### src/rtl/core/tstc_pkg.sv
`default_nettype none

package tstc_pkg;

    localparam int unsigned TS_W    = 64;
    localparam int unsigned STEP_W  = 32;
    localparam int unsigned COUNT_W = 32;
    localparam int unsigned ITER_W  = $clog2(TS_W);

    localparam logic [STEP_W-1:0] STEP_RESET = STEP_W'(64'd50000000 / 64'd3);

    typedef enum logic [1:0] {
        ST_IDLE,
        ST_ADD,
        ST_DIV,
        ST_DONE
    } t_state;

    typedef struct packed {
        logic              start;
        logic [TS_W-1:0]   dividend;
        logic [STEP_W-1:0] divisor;
    } t_div_ctl;

    typedef struct packed {
        logic               done;
        logic [COUNT_W-1:0] quotient;
        logic [STEP_W-1:0]  remainder;
    } t_div_sts;

endpackage

`default_nettype wire

### src/rtl/core/tstc_div.sv
`default_nettype none

module tstc_div (
    input  wire                    i_clk,
    input  wire                    i_rst_n,
    input  wire tstc_pkg::t_div_ctl i_ctl,
    output tstc_pkg::t_div_sts     o_sts
);

    logic [tstc_pkg::TS_W-1:0]   r_quo;
    logic [tstc_pkg::STEP_W-1:0] r_rem;
    logic [tstc_pkg::STEP_W-1:0] r_div;
    logic [tstc_pkg::ITER_W-1:0] r_iter;
    logic                        r_busy;
    logic                        r_done;

    logic [tstc_pkg::STEP_W:0]   shifted;
    logic [tstc_pkg::STEP_W+1:0] diff;
    logic                        fits;

    // One restoring step: bring down the next dividend bit and subtract if it fits.
    assign shifted = {r_rem, r_quo[tstc_pkg::TS_W-1]};
    assign diff    = {1'b0, shifted} - {2'b00, r_div};
    assign fits    = ~diff[tstc_pkg::STEP_W+1];

    always_ff @(posedge i_clk) begin
        if (!i_rst_n) begin
            r_busy <= 1'b0;
            r_done <= 1'b0;
        end else begin
            r_done <= 1'b0;
            if (i_ctl.start) begin
                r_busy <= 1'b1;
            end else if (r_busy && (r_iter == {tstc_pkg::ITER_W{1'b1}})) begin
                r_busy <= 1'b0;
                r_done <= 1'b1;
            end
        end
    end

    always_ff @(posedge i_clk) begin
        if (i_ctl.start) begin
            r_quo  <= i_ctl.dividend;
            r_rem  <= '0;
            r_div  <= i_ctl.divisor;
            r_iter <= '0;
        end else if (r_busy) begin
            r_quo  <= {r_quo[tstc_pkg::TS_W-2:0], fits};
            r_rem  <= fits ? diff[tstc_pkg::STEP_W-1:0] : shifted[tstc_pkg::STEP_W-1:0];
            r_iter <= r_iter + 1'b1;
        end
    end

    assign o_sts.done      = r_done;
    assign o_sts.quotient  = r_quo[tstc_pkg::COUNT_W-1:0];
    assign o_sts.remainder = r_rem;

endmodule

`default_nettype wire

### src/rtl/core/timestamp_to_tick_converter.sv
// Timestamp to tick converter.
// Input channel: i_in_valid / o_in_ready carry one 64-bit timestamp reading per transfer.
// Output channel: o_out_valid / i_out_ready carry the 32-bit tick count after that reading.
// The step register (timestamp units per tick) resets to 16666666; the user must write it
// via i_cfg_wr_en and i_cfg_wr_data only while the block is idle; no logic enforces it.
// The first reading after reset sets the anchor and returns a count of 1.
// Every later reading subtracts the anchor, becomes the new anchor, adds the kept
// remainder and divides by the step in a restoring divider that retires one
// quotient bit per cycle, 64 iterations in all.
// With a zero step no division runs and the unchanged count is returned.
// One reading is processed at a time: a new reading is taken only once the count
// of the previous one has moved to the output register.
// A finished count waits in an output register; the next reading is taken while it
// waits, but its own result is held in the sequencer until the receiver takes the
// previous one.
// Reset is synchronous and active low: it restores the step, forgets the anchor
// and drops any pending result.
`default_nettype none

module timestamp_to_tick_converter (
    input  wire                                i_clk,
    input  wire                                i_rst_n,
    input  wire                                i_cfg_wr_en,
    input  wire  [tstc_pkg::STEP_W-1:0]        i_cfg_wr_data,
    input  wire                                i_in_valid,
    output logic                               o_in_ready,
    input  wire  [tstc_pkg::TS_W-1:0]          i_timestamp,
    output logic                               o_out_valid,
    input  wire                                i_out_ready,
    output logic [tstc_pkg::COUNT_W-1:0]       o_tick_count
);

    tstc_pkg::t_state r_state;
    tstc_pkg::t_state n_state;

    logic [tstc_pkg::STEP_W-1:0]  r_step;
    logic                         r_started;
    logic [tstc_pkg::TS_W-1:0]    r_anchor;
    logic [tstc_pkg::TS_W-1:0]    r_elapsed;
    logic [tstc_pkg::STEP_W-1:0]  r_rem;
    logic [tstc_pkg::COUNT_W-1:0] r_count;
    logic                         r_out_valid;
    logic [tstc_pkg::COUNT_W-1:0] r_tick_count;

    tstc_pkg::t_div_ctl div_ctl;
    tstc_pkg::t_div_sts div_sts;

    logic in_xfer;
    logic out_free;

    assign in_xfer  = i_in_valid && o_in_ready;
    assign out_free = !r_out_valid || i_out_ready;

    tstc_div u_div (
        .i_clk   (i_clk),
        .i_rst_n (i_rst_n),
        .i_ctl   (div_ctl),
        .o_sts   (div_sts)
    );

    always_ff @(posedge i_clk) begin
        if (!i_rst_n) begin
            r_state <= tstc_pkg::ST_IDLE;
        end else begin
            r_state <= n_state;
        end
    end

    always_comb begin
        n_state          = r_state;
        o_in_ready       = 1'b0;
        div_ctl.start    = 1'b0;
        div_ctl.dividend = r_elapsed + {{(tstc_pkg::TS_W-tstc_pkg::STEP_W){1'b0}}, r_rem};
        div_ctl.divisor  = r_step;
        unique case (r_state)
            tstc_pkg::ST_IDLE: begin
                o_in_ready = 1'b1;
                if (i_in_valid) begin
                    n_state = r_started ? tstc_pkg::ST_ADD : tstc_pkg::ST_DONE;
                end
            end
            tstc_pkg::ST_ADD: begin
                if (r_step == '0) begin
                    n_state = tstc_pkg::ST_DONE;
                end else begin
                    div_ctl.start = 1'b1;
                    n_state       = tstc_pkg::ST_DIV;
                end
            end
            tstc_pkg::ST_DIV: begin
                if (div_sts.done) begin
                    n_state = tstc_pkg::ST_DONE;
                end
            end
            tstc_pkg::ST_DONE: begin
                if (out_free) begin
                    n_state = tstc_pkg::ST_IDLE;
                end
            end
            default: begin
                n_state = tstc_pkg::ST_IDLE;
            end
        endcase
    end

    always_ff @(posedge i_clk) begin
        if (!i_rst_n) begin
            r_step      <= tstc_pkg::STEP_RESET;
            r_started   <= 1'b0;
            r_out_valid <= 1'b0;
        end else begin
            if (i_cfg_wr_en) begin
                r_step <= i_cfg_wr_data;
            end
            if (in_xfer) begin
                r_started <= 1'b1;
            end
            if (r_state == tstc_pkg::ST_DONE && out_free) begin
                r_out_valid <= 1'b1;
            end else if (i_out_ready) begin
                r_out_valid <= 1'b0;
            end
        end
    end

    always_ff @(posedge i_clk) begin
        if (in_xfer) begin
            r_anchor  <= i_timestamp;
            r_elapsed <= i_timestamp - r_anchor;
            if (!r_started) begin
                r_rem   <= '0;
                r_count <= {{(tstc_pkg::COUNT_W-1){1'b0}}, 1'b1};
            end
        end
        if (r_state == tstc_pkg::ST_DIV && div_sts.done) begin
            r_rem   <= div_sts.remainder;
            r_count <= r_count + div_sts.quotient;
        end
        if (r_state == tstc_pkg::ST_DONE && out_free) begin
            r_tick_count <= r_count;
        end
    end

    assign o_out_valid  = r_out_valid;
    assign o_tick_count = r_tick_count;

endmodule

`default_nettype wire

### config.mk
export PLATFORM = sky130hd
export DESIGN_NAME = timestamp_to_tick_converter
export DESIGN_NICKNAME = d
export VERILOG_FILES = /design/src/rtl/core/tstc_pkg.sv /design/src/rtl/core/tstc_div.sv /design/src/rtl/core/timestamp_to_tick_converter.sv
export SDC_FILE = /design/constraint.sdc
export NUM_CORES = 1
export LEC_CHECK = 0
export BUFFER_PORTS_ARGS = -buffer_cell sky130_fd_sc_hd__buf_2
export CORE_MARGIN = 8
export CORE_UTILIZATION = 62
export CTS_CLUSTER_DIAMETER = 30
export DETAILED_ROUTE_END_ITERATION = 10
export GPL_TIMING_DRIVEN = 0
export PLACE_DENSITY = 0.86
export SLEW_MARGIN = 20
export SYNTH_ARGS = -nofsm -noshare
export SYNTH_HDL_FRONTEND = slang
export SYNTH_SLANG_ARGS = --single-unit
export TNS_END_PERCENT = 100
### constraint.sdc
create_clock -name i_clk -period 8.1 [get_ports i_clk]
set_input_delay 0.405 -clock i_clk [delete_from_list [all_inputs] [get_ports i_clk]]
set_output_delay 0.405 -clock i_clk [all_outputs]
set_load 0.01 [all_outputs]
## Word level (Yosys, flattened, before mapping)

Index checks and enable logic that the tools add are counted.

- Output and inout port bits: 34
- Input bits: 101
- Bits in registers: 396

- Multiplexer cells: 23
- Bitwise logic cells: 2
- Eq/ne operators: 8
- Add/sub/neg operators: 5
- Reduce and logical (&&, ||, !) cells: 15

Operator list:

| cell | count |
|---|---|
| $mux 32 | 7 |
| $mux 64 | 2 |
| $add 64x32->64 | 1 |
| $sub 64x64->64 | 1 |
| $sub 33x32->34 | 1 |
| $add 32x32->32 | 1 |
| $logic_not 32->1 | 1 |
| $mux 1 | 9 |
| $mux 2 | 4 |
| $pmux 2 s4 | 1 |
| $reduce_bool 2->1 | 4 |
| $add 6x1->6 const B | 1 |
| $eq 6x6->1 const B | 1 |
| $eq 2x2->1 const B | 2 |
| $logic_and 1x1->1 | 4 |
| $ne 2x1->1 const B | 2 |
| $ne 2x2->1 const B | 2 |
| $reduce_and 3->1 | 1 |
| $eq 2x1->1 const B | 1 |
| $logic_not 2->1 | 1 |
| $not 1->1 | 2 |
| $reduce_and 2->1 | 1 |
| $reduce_or 2->1 | 1 |
| $logic_not 1->1 | 1 |
| $logic_or 1x1->1 | 1 |

## Depth between registers and ports, before layout

- Depth after elaboration: 5
- Gate-level depth with buffers: 14
- Gate-level depth less buffers: 14

## By module

From an unflattened synthesis, not the netlist that was laid out.

- Cells, all modules: 2274
- Area, all modules: 23881.7 sq um

Modules (own cells, without submodules):

| module | times used | area each (sq um) | cells an instance |
|---|---|---|---|
| timestamp_to_tick_converter | 1 | 16515.8 | 1641 |
| tstc_div | 1 | 7365.8 | 633 |

## Worst setup path before layout

OpenSTA, ideal clock, no wires.

- Path type: flip-flop to flip-flop
- From: register r_state[0]
- To: register r_count[0] (netlist bit), enable pin
- Required time: 7.526 ns
- Arrival time: 5.242 ns
- Slack: 2.284 ns
- Cell stages (with the launch flop): 5
- Clock period less this slack: 5.816 ns
- Cell sequence: dfxtp_1 inv_1 ha_1 nand2_1 o21ai_0

- Cells in the longest elaborated chain, start to end: 5
- Elaborated cells between the ends (all ways): 8
- Those cells by class: eq/ne: 2; mux: 1; reduce/logical: 5

Ends and longest elaborated chain:

| element | line | text |
|---|---|---|
| start, declared | timestamp_to_tick_converter.sv:33 | `tstc_pkg::t_state r_state;` |
| start signal, assigned | timestamp_to_tick_converter.sv:63 | `r_state <= tstc_pkg::ST_IDLE;` |
| start signal, assigned | timestamp_to_tick_converter.sv:65 | `r_state <= n_state;` |
| $logic_not 2->1 | timestamp_to_tick_converter.sv:75 | `unique case (r_state)` |
| $mux 1 | timestamp_to_tick_converter.sv:75 |  |
| net o_in_ready | timestamp_to_tick_converter.sv:26 | `output logic o_in_ready,` |
| $logic_and 1x1->1 | timestamp_to_tick_converter.sv:51 | `assign in_xfer = i_in_valid && o_in_ready;` |
| $reduce_bool 2->1 (no line) | n/a |  |
| $reduce_and 2->1 (no line) | n/a |  |
| end signal, assigned | timestamp_to_tick_converter.sv:132 | `r_count <= {{(tstc_pkg::COUNT_W-1){1'b0}}, 1'b1};` |
| end signal, assigned | timestamp_to_tick_converter.sv:137 | `r_count <= r_count + div_sts.quotient;` |
| end, declared | timestamp_to_tick_converter.sv:41 | `logic [tstc_pkg::COUNT_W-1:0] r_count;` |

The timed path passes the listed nets, and every way through them passes these cells.
A chain may end at the register's enable or synchronous reset.

## Final worst setup path

- From: input i_timestamp[0] (netlist bit)
- To: register r_elapsed[60] (netlist bit), data pin

- Cells in the longest elaborated chain, start to end: 1

Ends and longest elaborated chain:

| element | line | text |
|---|---|---|
| start, declared | timestamp_to_tick_converter.sv:27 | `input wire [tstc_pkg::TS_W-1:0] i_timestamp,` |
| $sub 64x64->64 | timestamp_to_tick_converter.sv:129 | `r_elapsed <= i_timestamp - r_anchor;` |
| end signal, assigned | timestamp_to_tick_converter.sv:129 |  |
| end, declared | timestamp_to_tick_converter.sv:39 | `logic [tstc_pkg::TS_W-1:0] r_elapsed;` |

No other way between the ends.

==> results by group <==
Routing
  • Routed vias: 18210
  • Detail Route Antenna Nets: 0
  • Post-Route WL: about 59 mm
  • DR pass1 iterations: 6
  • Vias/cell: 6.126
  • DRC errors left: 0
  • Initial DRC Count: around 1700
  • Average routed wire per standard cell: 19.82 µm

Finish
  • Filler cells: between 2000 and 2500
  • Fraction of layout cells with a size suffix above 1: 12.50%
  • Nets@finish: roughly 2700
  • Area delta synth->final: 18.71%

Timing
  • Layout Skew: 0.02892 ns
  • Period utilization: 53.31%
  • Hold Vio Cnt, Final: 0
  • Slew @ Worst Pin: 0.9095 ns
  • Max Slew Vio Count: 0
  • RSZ-0062 raised after global routing: no
  • Final WS setup: around 3.8 ns
  • Final worst path period need: 4.318 ns
  • Max-slew headroom: around two fifths
  • FMAX: approximately 230 MHz
  • Final Setup Violations: 0
  • Setup TNS: 0 ns

Worst setup path
  • Cells on worst reg2reg path: 12
  • Crit Path Max Fanout: 5
  • Cell family with the largest share of critical-path delay: compound AO/OA/AOI/OAI gates
  • Slowest stage delay, CP: 0.72 ns
  • Slowest-stage cell, CP: a2111oi_0
  • Crit start category: input pin
  • Setup crit end kind: flop
  • Data required, critical path: 8.50 ns
  • CP Cell Sequence: dlygate4sd3_1 -> buf_2 -> inv_1 -> ha_1 -> fa_1 -> nor2b_1 -> o211ai_1 -> a211o_1 -> o21a_1 -> a2111oi_0 -> or3_1 -> a31oi_1 -> o21ai_1 -> mux2_2 -> o2111ai_1
  • Crit Path Category: input pin to flop
  • Critical Path Stages: 15
  • CP arrival: 4.72 ns
  • Worst path bufs/invs: 3

Global route
  • Initial antenna violation count: 2
  • Global-route wire length before repair: 92.79 mm
  • All-Layer GR Usage: 26.28%
  • Grt total ovfl: 0
  • Vias in the first global route: approximately 18000
  • Largest net degree at the start of global routing: 86

Floorplanning
  • Initial Utilization: 62.88%
  • Die W: 208.5 µm
  • Core area: 0.03652 mm²
  • Placement row count: 70
  • DIE AREA: approximately 0.043 mm²
  • Die height: approximately 210 µm
  • Num ports: 135

Clock tree
  • Clk slew on worst S/H paths: 0.05 ns
  • H-tree depth: 3
  • Clk sink count: 396
  • Clk root buf: clkbuf_16
  • Longest Clk Path Bufs: 3
  • TritonCTS Buffers: 79
  • Clock Latency Late Sink: 0.60 ns
  • CTS tree: built
  • Post-CTS setup repair buffer count: 0

Pwr
  • Pwr Total: ~12 mW
  • Leak Pwr: 11.61 nW
  • Max VDD drop: 262.4 µV
  • Pwr Density: 427.6 mW/mm²

Place
  • IO Port Bufs: 132
  • Post-DP HPWL: 42.78 mm
  • GPL Wtd Cong: around 0.92
  • Post-place setup slack: 3.859 ns

Status
  • Status: finished, final reports clean

Yosys
  • Yosys warns: 0
  • Post-synth net total: 2482
  • Synth Register Bits: about 400
  • Syn_area_per_cell: 10.37 µm²
  • Share of flip-flops with an asynchronous set or reset: 0%
  • Synthesized instance count: 2214
  • Main synth FF type: edfxtp_1
  • Syn Std Cell Area: 0.02297 mm²
  • Number of distinct library cells after synthesis: 74
  • Number of flops mapped to enable cells by yosys: 320
  • Sequential cell area fraction in the yosys report: roughly 48%

Hold path
  • Hold WC Path Type: input pin to flop
  • Hold Path Depth: 1

Run
  • Max cap viols: 0
-- worst paths after layout --
| check | from | end | slack (ns) |
|---|---|---|---|
| setup / recovery | i_timestamp[0] | r_elapsed[60] | 3.78 |
| hold / removal | i_timestamp[5] | r_anchor[5] | 0.01 |
| setup reg to reg | r_anchor[0] | r_elapsed[60] | 3.90 |
| hold reg to reg | r_count[3] | o_tick_count[3] | 0.45 |
-- what timing repair did --
item | in CTS | in global routing
hold buffers | 6 | 0
gates resized for setup | 0 | 0
endpoints found under the hold margin | 6 | 0
-- cell families after synthesis --
group,after synthesis,share of synthesized area (%)
buffers and inverters,236,3.928
xor gates and xnor gates,167,6.369
and+or+nand+nor,574,12.32
DFF,396,48.47
adders and majority gates,167,9.229
muxes,56,2.463
AOI/OAI and AO/OA,618,17.22
-- where the power goes --
group,internal (mW),switching [mW],total [mW]
Sequential,3.11,0.388,3.50
Combinational,1.84,2.92,4.76
Clock,2.26,1.14,3.40
Total,7.21,4.44,11.7
-- flip-flops by register name (all words and copies together), names as in the netlist --
register and flops:
r_state 2, u_div.r_iter 6, r_rem 32, u_div.r_rem 32
r_anchor 64, o_tick_count 32, u_div.r_quo 64, r_started 1
r_elapsed 64, u_div.r_div 32, o_out_valid 1, r_count 32
r_step 32, u_div.r_busy 1, u_div.r_done 1
-- final cells by class --
type	instances	area (µm²)	area share (%)
diodes	1	2.502	0.009179
plain buffers	90	355.3	1.303
clock buffers	89	2088	7.660
clock inverters	56	705.7	2.588
inverters	146	553.0	2.029
multi-input cells	1582	10960	40.21
flip-flops and latches	396	11130	40.83
well taps	468	585.6	2.148
repair buffers	144	878.3	3.222
-- per-stage QoR --
stage / instances / hold WS, ns / util [%] / cell area (µm²)
5_1_grt: 2972 / 0.01227 / 74.65 / 27260
3_5_place_dp: 2820 / 0.4456 / 66.81 / 24400
3_3_place_gp: 2814 / 0.4436 / 66.29 / 24210
4_1_cts: 2971 / 0.0006474 / 74.63 / 27260
2_1_floorplan: 2214 / 0.4298 / - / 22970
6_report: 2972 / 0.01486 / 74.65 / 27260
-- synth_stat cells (all sizes together), types with 13 or more instances --
cell type  instances  area share [%]
nor2             120             2.0
nor2b             37             1.0
xnor2             84             3.2
nand3             35            0.76
buf               13            0.26
o21a              23            0.75
o211ai            14            0.46
nor4              14            0.38
and3              58             1.6
xor2              83             3.2
mux2i             52             2.3
o2111ai           14            0.53
o21bai            27            0.88
edfxtp           320              42
nor3              26            0.57
dfxtp             76             6.6
o21ai            142             3.1
inv              146             2.4
clkbuf            76             1.2
nand4             35            0.95
a21o              93             3.0
a21oi            184             4.0
a211oi            31             1.1
ha               163             8.9
nand2b            22            0.60
a31oi             19            0.52
nand2            175             2.9
-- placed cells by master, fill, tap and decap left out, drive strengths merged, types with 10 or more instances in the layout --
cell,count
a211oi,31
a21o,93
a21oi,184
a31oi,19
and2,10
and3,58
buf,151
bufinv,12
clkbuf,165
clkinv,17
clkinvlp,10
dfxtp,76
edfxtp,320
ha,163
inv,163
mux2i,52
nand2,175
nand2b,22
nand3,35
nand4,35
nor2,120
nor2b,37
nor3,26
nor4,14
o2111ai,14
o211ai,14
o21a,23
o21ai,142
o21bai,27
xnor2,84
xor2,83
-- worst reg2reg max path: cells and delay by family (launching register included) --
family	cells	cell delay, ns
AO/OA/AOI/OAI	7	2.19
adder cells (fa/ha/maj)	2	0.62
AND/OR/NAND/NOR	2	0.48
multiplexers	1	0.37
flip-flops	1	0.36
-- metal layers --
metal | track usage (%) | vias up | part of all wire (%)
li1 | - | 8639 | -
met5 | 0 | - | 0
met1 | 33.87 | 8639 | 42
met4 | 10.77 | 0 | 3.2
met3 | 5.171 | 127 | 8.1
met2 | 43.06 | 800 | 47
Note: power is estimated with default switching activity, not from simulation.
